File: src/hdl/eq3_pkg.sv
package eq3_pkg;

   localparam int StepW = 4;
   localparam int IdxW  = 3;

   localparam logic [2:0] CSR_LOW_COEFF  = 3'd0;
   localparam logic [2:0] CSR_HIGH_COEFF = 3'd1;
   localparam logic [2:0] CSR_LOW_GAIN   = 3'd2;
   localparam logic [2:0] CSR_MID_GAIN   = 3'd3;
   localparam logic [2:0] CSR_HIGH_GAIN  = 3'd4;

   localparam logic [17:0] LOW_COEFF_RST  = 18'd8214;
   localparam logic [17:0] HIGH_COEFF_RST = 18'd46046;
   localparam logic [15:0] GAIN_RST       = 16'd8192;

   // datapath operations
   localparam logic [2:0] OP_NOP  = 3'd0;
   localparam logic [2:0] OP_LOAD = 3'd1;
   localparam logic [2:0] OP_DIFF = 3'd2;
   localparam logic [2:0] OP_UPD  = 3'd3;
   localparam logic [2:0] OP_BAND = 3'd4;
   localparam logic [2:0] OP_FIN  = 3'd5;

   // multiplier operand A
   localparam logic [1:0] A_DIFF = 2'd0;
   localparam logic [1:0] A_LO   = 2'd1;
   localparam logic [1:0] A_MID  = 2'd2;
   localparam logic [1:0] A_HI   = 2'd3;

   // multiplier operand B
   localparam logic [1:0] B_COEF  = 2'd0;
   localparam logic [1:0] B_LGAIN = 2'd1;
   localparam logic [1:0] B_MGAIN = 2'd2;
   localparam logic [1:0] B_HGAIN = 2'd3;

   // accumulator operation
   localparam logic [1:0] ACC_NONE = 2'd0;
   localparam logic [1:0] ACC_LOAD = 2'd1;
   localparam logic [1:0] ACC_ADD  = 2'd2;

   // sequencing
   localparam logic [1:0] JC_NEXT = 2'd0;
   localparam logic [1:0] JC_HOLD = 2'd1;
   localparam logic [1:0] JC_LOOP = 2'd2;

   localparam logic [IdxW-1:0] IDX_LAST = 3'd7;

   typedef struct packed {
      logic [2:0]       opcode;
      logic [1:0]       a_sel;
      logic [1:0]       b_sel;
      logic             mul_en;
      logic [1:0]       acc_op;
      logic [1:0]       jcond;
      logic [StepW-1:0] target;
   } ucode_type;

   typedef struct packed {
      logic [2:0]      opcode;
      logic [1:0]      a_sel;
      logic [1:0]      b_sel;
      logic            mul_en;
      logic [1:0]      acc_op;
      logic [IdxW-1:0] idx;
      logic            fire;
   } ctrl_type;

   typedef struct packed {
      logic in_valid;
      logic out_free;
   } status_type;

   function automatic ucode_type rom_word(input logic [StepW-1:0] step);
      ucode_type w;
      w = '{OP_NOP, A_DIFF, B_COEF, 1'b0, ACC_NONE, JC_HOLD, 4'd0};
      unique case (step)
         4'd0: w = '{OP_LOAD, A_DIFF, B_COEF,  1'b0, ACC_NONE, JC_HOLD, 4'd1};
         4'd1: w = '{OP_DIFF, A_DIFF, B_COEF,  1'b0, ACC_NONE, JC_NEXT, 4'd0};
         4'd2: w = '{OP_NOP,  A_DIFF, B_COEF,  1'b1, ACC_NONE, JC_NEXT, 4'd0};
         4'd3: w = '{OP_UPD,  A_DIFF, B_COEF,  1'b0, ACC_NONE, JC_LOOP, 4'd1};
         4'd4: w = '{OP_BAND, A_DIFF, B_COEF,  1'b0, ACC_NONE, JC_NEXT, 4'd0};
         4'd5: w = '{OP_NOP,  A_LO,   B_LGAIN, 1'b1, ACC_NONE, JC_NEXT, 4'd0};
         4'd6: w = '{OP_NOP,  A_MID,  B_MGAIN, 1'b1, ACC_LOAD, JC_NEXT, 4'd0};
         4'd7: w = '{OP_NOP,  A_HI,   B_HGAIN, 1'b1, ACC_ADD,  JC_NEXT, 4'd0};
         4'd8: w = '{OP_NOP,  A_DIFF, B_COEF,  1'b0, ACC_ADD,  JC_NEXT, 4'd0};
         4'd9: w = '{OP_FIN,  A_DIFF, B_COEF,  1'b0, ACC_NONE, JC_HOLD, 4'd0};
         default: w = '{OP_NOP, A_DIFF, B_COEF, 1'b0, ACC_NONE, JC_HOLD, 4'd0};
      endcase
      return w;
   endfunction

endpackage

File: src/hdl/eq3_sequencer.sv
module eq3_sequencer (
   input  logic                clock,
   input  logic                reset,
   input  eq3_pkg::status_type status,
   output eq3_pkg::ctrl_type   ctrl
);

   logic [eq3_pkg::StepW-1:0] step_ff, step_in;
   logic [eq3_pkg::IdxW-1:0]  idx_ff, idx_in;
   eq3_pkg::ucode_type        word;
   logic                      fire;

   assign word = eq3_pkg::rom_word(step_ff);

   // a load or finish step only completes when its transaction can happen
   always_comb begin
      fire = 1'b1;
      if (word.opcode == eq3_pkg::OP_LOAD) begin
         fire = status.in_valid;
      end else if (word.opcode == eq3_pkg::OP_FIN) begin
         fire = status.out_free;
      end
   end

   always_comb begin
      step_in = step_ff + 4'd1;
      unique case (word.jcond)
         eq3_pkg::JC_HOLD: step_in = fire ? word.target : step_ff;
         eq3_pkg::JC_LOOP: if (idx_ff != eq3_pkg::IDX_LAST) begin
            step_in = word.target;
         end
         default: step_in = step_ff + 4'd1;
      endcase
   end

   always_comb begin
      idx_in = idx_ff;
      if (word.opcode == eq3_pkg::OP_LOAD) begin
         idx_in = '0;
      end else if (word.opcode == eq3_pkg::OP_UPD) begin
         idx_in = idx_ff + 3'd1;
      end
   end

   always_ff @(posedge clock) begin
      if (reset) begin
         step_ff <= '0;
         idx_ff  <= '0;
      end else begin
         step_ff <= step_in;
         idx_ff  <= idx_in;
      end
   end

   assign ctrl = '{word.opcode, word.a_sel, word.b_sel, word.mul_en, word.acc_op, idx_ff, fire};

endmodule

File: src/hdl/eq3_datapath.sv
module eq3_datapath (
   input  logic                clock,
   input  logic                reset,
   input  eq3_pkg::ctrl_type   ctrl,
   input  logic signed [15:0]  sample_in,
   input  logic                csr_we,
   input  logic [2:0]          csr_addr,
   input  logic [17:0]         csr_wdata,
   input  logic                out_ready,
   output logic                out_valid,
   output logic signed [15:0]  sample_out,
   output logic                out_free
);

   logic [17:0] low_coeff_ff, high_coeff_ff;
   logic [15:0] low_gain_ff, mid_gain_ff, high_gain_ff;

   logic signed [31:0] pole_ff [8];
   logic signed [15:0] hist_ff [3];
   logic signed [31:0] x_ff, u_ff;
   logic signed [33:0] diff_ff, hi_ff, mid_ff;
   logic signed [52:0] prod_ff;
   logic signed [54:0] acc_ff;
   logic               out_valid_ff;
   logic signed [15:0] out_data_ff;

   logic signed [31:0] pole_rd, d_w, pole_sat;
   logic signed [33:0] a_mux, hi_w, mid_w;
   logic [17:0]        b_mux;
   logic signed [52:0] prod_w, prod_rnd;
   logic signed [37:0] pole_sum;
   logic signed [54:0] acc_rnd;
   logic signed [25:0] r_w;
   logic signed [15:0] r_sat;

   assign pole_rd = pole_ff[ctrl.idx];
   assign d_w     = {hist_ff[2], 16'h0000};
   assign hi_w    = 34'(d_w) - 34'(pole_ff[7]);
   assign mid_w   = 34'(d_w) - hi_w - 34'(pole_ff[3]);

   always_comb begin
      unique case (ctrl.a_sel)
         eq3_pkg::A_DIFF: a_mux = diff_ff;
         eq3_pkg::A_LO:   a_mux = 34'(pole_ff[3]);
         eq3_pkg::A_MID:  a_mux = mid_ff;
         default:         a_mux = hi_ff;
      endcase
      unique case (ctrl.b_sel)
         eq3_pkg::B_COEF:  b_mux = ctrl.idx[2] ? high_coeff_ff : low_coeff_ff;
         eq3_pkg::B_LGAIN: b_mux = {2'b00, low_gain_ff};
         eq3_pkg::B_MGAIN: b_mux = {2'b00, mid_gain_ff};
         default:          b_mux = {2'b00, high_gain_ff};
      endcase
   end

   assign prod_w = a_mux * $signed({1'b0, b_mux});

   // round half up, add to the pole, clamp to 32 bits
   assign prod_rnd = prod_ff + 53'sd32768;
   assign pole_sum = 38'(pole_rd) + 38'($signed(prod_rnd[52:16]));
   always_comb begin
      if (pole_sum[37:31] == 7'b0000000 || pole_sum[37:31] == 7'b1111111) begin
         pole_sat = pole_sum[31:0];
      end else if (pole_sum[37]) begin
         pole_sat = 32'sh8000_0000;
      end else begin
         pole_sat = 32'sh7fff_ffff;
      end
   end

   assign acc_rnd = acc_ff + 55'sd268435456;
   assign r_w     = acc_rnd[54:29];
   always_comb begin
      if (r_w[25:15] == 11'h000 || r_w[25:15] == 11'h7ff) begin
         r_sat = r_w[15:0];
      end else if (r_w[25]) begin
         r_sat = 16'sh8000;
      end else begin
         r_sat = 16'sh7fff;
      end
   end

   always_ff @(posedge clock) begin
      if (reset) begin
         low_coeff_ff  <= eq3_pkg::LOW_COEFF_RST;
         high_coeff_ff <= eq3_pkg::HIGH_COEFF_RST;
         low_gain_ff   <= eq3_pkg::GAIN_RST;
         mid_gain_ff   <= eq3_pkg::GAIN_RST;
         high_gain_ff  <= eq3_pkg::GAIN_RST;
      end else if (csr_we) begin
         unique case (csr_addr)
            eq3_pkg::CSR_LOW_COEFF:  low_coeff_ff  <= csr_wdata;
            eq3_pkg::CSR_HIGH_COEFF: high_coeff_ff <= csr_wdata;
            eq3_pkg::CSR_LOW_GAIN:   low_gain_ff   <= csr_wdata[15:0];
            eq3_pkg::CSR_MID_GAIN:   mid_gain_ff   <= csr_wdata[15:0];
            eq3_pkg::CSR_HIGH_GAIN:  high_gain_ff  <= csr_wdata[15:0];
            default: ;
         endcase
      end
   end

   always_ff @(posedge clock) begin
      if (reset) begin
         for (int i = 0; i < 8; i++) pole_ff[i] <= '0;
         for (int i = 0; i < 3; i++) hist_ff[i] <= '0;
         out_valid_ff <= 1'b0;
      end else begin
         if (ctrl.opcode == eq3_pkg::OP_UPD) begin
            pole_ff[ctrl.idx] <= pole_sat;
         end
         if (ctrl.opcode == eq3_pkg::OP_FIN && ctrl.fire) begin
            out_valid_ff <= 1'b1;
            hist_ff[2]   <= hist_ff[1];
            hist_ff[1]   <= hist_ff[0];
            hist_ff[0]   <= x_ff[31:16];
         end else if (out_valid_ff && out_ready) begin
            out_valid_ff <= 1'b0;
         end
      end
   end

   always_ff @(posedge clock) begin
      if (ctrl.opcode == eq3_pkg::OP_LOAD && ctrl.fire) begin
         x_ff <= {sample_in, 16'h0000};
         u_ff <= {sample_in, 16'h0000};
      end
      if (ctrl.opcode == eq3_pkg::OP_DIFF) begin
         diff_ff <= 34'(u_ff) - 34'(pole_rd);
      end
      // the next stage takes this pole; the high cascade restarts from the sample
      if (ctrl.opcode == eq3_pkg::OP_UPD) begin
         u_ff <= (ctrl.idx[1:0] == 2'b11) ? x_ff : pole_sat;
      end
      if (ctrl.opcode == eq3_pkg::OP_BAND) begin
         hi_ff  <= hi_w;
         mid_ff <= mid_w;
      end
      if (ctrl.mul_en) begin
         prod_ff <= prod_w;
      end
      if (ctrl.acc_op == eq3_pkg::ACC_LOAD) begin
         acc_ff <= 55'(prod_ff);
      end else if (ctrl.acc_op == eq3_pkg::ACC_ADD) begin
         acc_ff <= acc_ff + 55'(prod_ff);
      end
      if (ctrl.opcode == eq3_pkg::OP_FIN && ctrl.fire) begin
         out_data_ff <= r_sat;
      end
   end

   assign out_valid  = out_valid_ff;
   assign sample_out = out_data_ff;
   assign out_free   = !out_valid_ff || out_ready;

endmodule

File: src/hdl/three_band_equalizer.sv
// The microprogram takes one sample at a time, in its load step, then runs eight
// pole updates of three steps each on the one shared multiplier, then six band
// steps, and returns to the load step once the finish step completes.
// A result waiting in the output register holds the finish step only.
// Reset (synchronous, active high) clears poles, history and output valid and
// loads the default coefficients and gains.
module three_band_equalizer (
   input  logic        clock,
   input  logic        reset,
   input  logic        req_tvalid,
   output logic        req_tready,
   input  logic [15:0] req_tdata,    // [15:0] sample_in
   output logic        rsp_tvalid,
   input  logic        rsp_tready,
   output logic [15:0] rsp_tdata,    // [15:0] sample_out
   input  logic        csr_we,
   input  logic [2:0]  csr_addr,
   input  logic [17:0] csr_wdata
);

   eq3_pkg::ctrl_type   ctrl;
   eq3_pkg::status_type status;
   logic                out_free;
   logic signed [15:0]  sample_out;

   assign status = '{req_tvalid, out_free};

   eq3_sequencer u_seq (
      .clock  (clock),
      .reset  (reset),
      .status (status),
      .ctrl   (ctrl)
   );

   eq3_datapath u_dp (
      .clock      (clock),
      .reset      (reset),
      .ctrl       (ctrl),
      .sample_in  ($signed(req_tdata)),
      .csr_we     (csr_we),
      .csr_addr   (csr_addr),
      .csr_wdata  (csr_wdata),
      .out_ready  (rsp_tready),
      .out_valid  (rsp_tvalid),
      .sample_out (sample_out),
      .out_free   (out_free)
   );

   assign req_tready = (ctrl.opcode == eq3_pkg::OP_LOAD) && !reset;
   assign rsp_tdata  = sample_out;

endmodule

File: config.mk
export PLATFORM = sky130hd
export DESIGN_NAME = three_band_equalizer
export DESIGN_NICKNAME = d
export VERILOG_FILES = /design/src/hdl/eq3_pkg.sv /design/src/hdl/eq3_sequencer.sv /design/src/hdl/eq3_datapath.sv /design/src/hdl/three_band_equalizer.sv
export SDC_FILE = /design/constraint.sdc
export NUM_CORES = 2
export LEC_CHECK = 0
export ABC_AREA = 1
export BUFFER_PORTS_ARGS = -buffer_cell sky130_fd_sc_hd__buf_2
export CAP_MARGIN = 0
export CELL_PAD_IN_SITES_DETAIL_PLACEMENT = 1
export CELL_PAD_IN_SITES_GLOBAL_PLACEMENT = 2
export CORE_MARGIN = 8
export CORE_UTILIZATION = 41
export DETAILED_ROUTE_END_ITERATION = 10
export GPL_TIMING_DRIVEN = 0
export PLACE_DENSITY_LB_ADDON = 0.1
export SLEW_MARGIN = 5
export SYNTH_ARGS = -nofsm -noshare
export SYNTH_HDL_FRONTEND = slang
export SYNTH_SLANG_ARGS = --single-unit
export TNS_END_PERCENT = 10
File: constraint.sdc
create_clock -name clock -period 8.3 [get_ports clock]
set_input_delay 0.415 -clock clock [delete_from_list [all_inputs] [get_ports clock]]
set_output_delay 0.415 -clock clock [all_outputs]
set_load 0.01 [all_outputs]
Yosys cells after proc, flatten, opt, wreduce, memory -nomap -nowiden
Memories as Yosys holds them, arrays and structs flattened. A register that Yosys moved wholly into a read port is not among the register bits.
Cells that the tools add are included.
Storage, ports and cells
  register bits: 365
  memory bits (writable): 304
  memory bits (read-only): 208
  memories: 3
Memories
  u_dp.pole_ff: words 8, bits a word 32, read ports 3, clocked after memory_dff 1, write ports 8, RTL line eq3_datapath.sv:18  | logic signed [31:0] pole_ff [8];
  (name not given): words 16, bits a word 13, read ports 1, clocked after memory_dff 1, write ports 0, RTL line eq3_pkg.sv:76  | unique case (step)
  u_dp.hist_ff: words 3, bits a word 16, read ports 3, clocked after memory_dff 0, write ports 3, RTL line eq3_datapath.sv:19  | logic signed [15:0] hist_ff [3];
Operators by class
  add/sub/neg operators: 10
  multipliers: 1
  equality and inequality tests: 22
  mux-type cells: 37
  bitwise operators: 3
  reduce and logical (&&, ||, !) cells: 24
Operator list (number)
  $mux W32: 6
  $mux W55: 2
  $pmux W34 S3: 1
  $mux W16: 5
  $sub A32 B32 Y33: 2
  $add A55 B30 Y55 const B: 1
  $add A55 B53 Y55: 1
  $pmux W18 S3: 1
  $add A53 B17 Y53 const B: 1
  $mul A34 B19 Y53: 1
  $add A32 B37 Y38: 1
  $sub A32 B33 Y34: 1
  $sub A34 B32 Y34: 1
  $reduce_or A32 Y1: 1
  $mux W18: 1
  $mux W4: 4
  $mux W1: 13
  $eq A3 B2 Y1 const B: 4
  $eq A11 B11 Y1 const B: 1
  $logic_not A11 Y1: 1
  $eq A2 B2 Y1 const B: 5
  $reduce_and A2 Y1: 5
  $eq A3 B3 Y1 const B: 3
  $mux W3: 3
  other kinds (17): 32

Logic depth before layout (Yosys ltp)
  word-level depth: 9
  gate-level depth with buffers: 33
  gate-level depth less buffers: 32

Cells and area by module
From an unflattened synthesis, not the netlist that was laid out.
Second synthesis, totals
  cell total of the unflattened synthesis: 7330
  area total of the unflattened synthesis: 61869.3 um^2
Modules (own cells, without submodules)
  eq3_datapath: times used 1, cells an instance 7184, area an instance 60710.7 um^2, sequential area each 18998.2 um^2
  eq3_sequencer: times used 1, cells an instance 140, area an instance 1136.1 um^2, sequential area each 360.3 um^2
  three_band_equalizer: times used 1, cells an instance 6, area an instance 22.5 um^2, sequential area each 0.0 um^2

Worst setup path after synthesis
No wires, ideal clock.
  path type: register to register
  start point: register u_seq.word[11] (netlist name)
  end point: register u_dp.prod_ff[50] (data pin)
  arrival: 6.602 ns
  required time: 8.042 ns
  setup slack: 1.441 ns
  stages on the path, launching flop included: 29
  buffers on the path: 3
  path through: dfxtp_1 clkbuf_1 nand2_1 clkbuf_1 clkbuf_1 o21ai_1 clkinv_1 nand2_1 fa_1 fa_1 fa_1 inv_1 fa_1 fa_1 inv_1 fa_1 inv_1 ha_1 nand2_1 nor2_1 inv_1 nor2_1 inv_1 nor4_1 a21oi_1 o21bai_1 nand4_1 nand2_1 xor2_1
Between the ends
  longest elaborated chain between the ends: 3
  elaborated cells on any way between the ends: 5
  classes of those cells: mul: 1; eq/ne: 2; mux: 1; reduce/logical: 1
RTL lines
  $eq A2 B2 Y1, or another cell as far along: RTL line eq3_datapath.sv:42  | unique case (ctrl.a_sel)
  $pmux W34 S3 (*): RTL line eq3_datapath.sv:42
  $mul A34 B19 Y53 (*): RTL line eq3_datapath.sv:56  | assign prod_w = a_mux * $signed({1'b0, b_mux});
  net u_dp.prod_w[50]: RTL line eq3_datapath.sv:30  | logic signed [52:0] prod_w, prod_rnd;
  end signal, assigned: RTL line eq3_datapath.sv:139  | prod_ff <= prod_w;
  end, declared: RTL line eq3_datapath.sv:22  | logic signed [52:0] prod_ff;
Mark *: on every way through the listed nets, which the timed path passes. The rest lies on a longest branch.
A chain may end at the register's enable or synchronous reset.

Worst setup path after layout
  start point: register u_seq.word[12] (netlist name)
  end point: register u_dp.prod_ff[51] (data pin)
Between the ends
  longest elaborated chain between the ends: 3
  elaborated cells on any way between the ends: 5
  classes of those cells: mul: 1; eq/ne: 2; mux: 1; reduce/logical: 1
RTL lines (RTL line)
  $eq A2 B2 Y1, or another cell as far along: eq3_datapath.sv:42
  $pmux W34 S3 (*): eq3_datapath.sv:42
  $mul A34 B19 Y53 (*): eq3_datapath.sv:56
  net u_dp.prod_w[51]: eq3_datapath.sv:30
Marked as above.

==> impl_metrics.yaml <==
outcome:
  status: "complete, no violations"
detailed_routing:
  viasPerCell: 5.38
  detail-route-antenna-nets: 0
  routedWlPerCell_um: 25.3
  drt_wl_total_mm: 250
  drc: 0
  drtIter0Drc: 3734
  drt_first_pass_iters: 5
  via_count: 53100
global_route:
  antenna_found_initial: 15
  grt_overflow: 0
  grt_pass1_vias: 56700
  grt_max_degree: 40
  grt_pass1_wl_mm: 368
  grtUsageTotal_pct: 30.1
logic_synthesis:
  synth.top_cells.by_area: "edfxtp_1 (28%), fa_1 (20%), inv_1 (8.6%), nor2_1 (7.9%), nand2_1 (7.3%)"
  synthTopCellsByCount: "inv_1 (1428), nor2_1 (1310), nand2_1 (1221)"
  synth_area_leader_cell: "edfxtp_1"
  yosys_most_used_dff: "edfxtp_1"
  synth_cells: 7556
  yosysUniqueCellTypes: 53
  ys_ff_latch: 682
  yosysSeqAreaShare_pct: 31.1
  yosysWarnings: 0
  async_flop_share_pct: 0
  syn-num-nets: 8538
  synth-edff-count: 576
  netlist_area_mm2: 0.0624
  synth_top_area_share_pct: 27.7
  synth.most_common_cell: "inv_1"
  synth_area_per_cell_um2: 8.26
timing:
  final_hold_viol_count: 0
  worst_pin_slew_ns: 1.36
  fmax_mhz: 125
  post-route-period-util_pct: 96.7
  fin_skew_ns: 0.0730
  drv_slew: 0
  finalSetupViolCount: 0
  period_minus_slack_ns: 8.03
  slew_headroom_pct: 8.25
placed_design:
  placed_area_mm2: 0.0660
  port_buffers: 58
  dpl.hpwl_mm: 207
  gp_congestion: 0.953
critical_path:
  end_kind: "flip-flop"
  crit_type: "reg2reg"
  slowest_stage: "fa_1"
  crit_top_cell: "fa_1"
  max_stage_delay_ns: 0.56
  path_max_fanout: 10
  cp-start-kind: "flip-flop"
  critical_path_required_ns: 8.80
  cp_data_arrival_time_ns: 8.53
  regToRegSetupSlack_ns: 0.27
final_layout:
  final_util_pct: 46.0
  stdcell_area_mm2: 0.0697
  fin_nets: 8764
  drive_above_1_share_pct: 6.79
  fill_cells: 18200
  area_growth_pct: 11.7
die:
  chipHeight_um: 406
  std_cell_rows: 143
  die_w_um: 406
  start_util_pct: 41.2
  core_mm2: 0.152
  dieArea_mm2: 0.165
  pin_count: 60
clock_network:
  cts_root_buf: "clkbuf_16"
  cts.clk_slew.worst_paths_ns: 0.06
  cts_sinks: 682
  h-tree-depth: 3
  cts_tree: "yes"
  clock_latency_ns: 0.73
  numCtsBuffers: 81
  cts_buffer_depth: 3
job:
  cap_violations: 0
hold_path:
  hold_path_class: "in2reg"
## kinds of logic after synthesis
group,after synthesis,share of synthesized area (%)
AOI/OAI and AO/OA,1060,10.1
xor gates and xnor gates,234,3.28
adders and majority gates,940,26.2
buffers and inverters,1681,10.2
DFF,682,31.1
and+or+nand+nor,2959,19.1
## layout make-up
class	instances	area [um^2]	share of cell area [%]
multi-input cells	5193	37000	53.1
flip-flops and latches	682	19400	27.9
inverters	1457	5560	7.98
well taps	2030	2540	3.65
clock buffers	106	2190	3.15
repair buffers	144	1410	2.03
plain buffers	223	1010	1.45
clock inverters	45	547	0.785
diodes	1	2.50	0.00359
## routing by layer
layer	share of wire (%)	GRT usage (%)	up-vias
met2	47	49.5	1373
li1	-	-	24300
met4	5.1	12.9	6
met3	5.3	4.36	388
met1	43	39.6	27000
met5	0.019	0	-
## stage by stage
stage          worst slack [ns]  instances  hold slack [ns]  setup TNS, ns
3_5_place_dp              -1.89       9686            0.444         -48.18
2_1_floorplan              1.44       7556            0.424              0
6_report                  0.271       9881           0.0487              0
4_1_cts                 -0.0602       9862         0.000910         -0.131
3_3_place_gp              -2.41       9644            0.434        -124.76
5_1_grt                 -0.0171       9880           0.0516        -0.0374
## layout by cell type (no fill, tap or decap), types with 16 or more instances in the layout
cell type	synthesis	routed
clkbuf_1	197	148
buf_4	4	32
o21ai_2	0	19
xor2_1	167	167
dlygate4sd3_1	0	19
a31oi_1	46	46
o32ai_1	64	64
o211ai_1	25	25
nand4_1	39	39
buf_2	3	68
o21ai_0	444	427
inv_1	1428	1415
buf_12	0	16
nor3_1	69	65
o21bai_1	24	22
nand2_1	1221	1212
fa_1	610	610
clkbuf_16	0	81
buf_8	1	16
or2_2	30	30
nand2_2	7	16
clkinv_2	0	22
a21oi_4	30	31
a21oi_1	313	307
xnor2_1	67	67
o21a_1	35	22
clkinvlp_4	0	20
nand3_1	214	214
nor2_1	1310	1307
edfxtp_1	576	576
dfxtp_1	106	102
ha_1	330	330
nor2_2	19	21
nor4_1	26	23
clkbuf_2	0	49
clkinv_1	27	24
## worst paths after layout
kind / start / end / cells after the start
min reg2reg: u_dp.mid_gain_ff[4] / u_dp.mid_gain_ff[4] / 2
max: u_seq.word[12] / u_dp.prod_ff[51] / 28
min: csr_wdata[11] / u_dp.low_coeff_ff[11] / 3
max reg2reg: u_seq.word[12] / u_dp.prod_ff[51] / 28
## sequential cells by signal (all words and copies together), names as in the netlist, 3 cells and up, named ones only
| register | cells |
|---|---|
| u_dp.low_gain_ff | 16 |
| u_seq.idx_ff | 3 |
| u_dp.high_coeff_ff | 18 |
| u_dp.low_coeff_ff | 18 |
| u_dp.acc_ff | 55 |
| u_dp.sample_out | 16 |
| u_dp.hi_ff | 33 |
| u_dp.high_gain_ff | 16 |
| u_dp.mid_gain_ff | 16 |
| u_seq.word | 11 |
| u_dp.diff_ff | 33 |
| u_dp.pole_ff | 256 |
| u_seq.step_ff | 4 |
| u_dp.hist_ff | 48 |
| u_dp.mid_ff | 34 |
| u_dp.x_ff | 16 |
| u_dp.prod_ff | 53 |
| u_dp.u_ff | 32 |
## critical path, delay by kind of cell (launching register included)
kind                     cells  cell delay (ns)
adder cells (fa/ha/maj)      7             3.57
AO/OA/AOI/OAI                6             1.63
AND/OR/NAND/NOR              7             1.05
buffers and inverters        7             0.95
flip-flops                   1             0.37
XOR/XNOR                     1             0.26
## what timing repair did
item                                    in CTS  in global routing
hold buffers                                19                  0
hold endpoints to repair                    34                  0
resized for setup                          111                105
buffers inserted                             6                 19
pin swaps                                    3                  8
endpoints found under the setup margin      42                 21
Power is left out: the tool's default activity adds up to more than one toggle a clock period on the data nets, which glitch-free logic cannot reach.
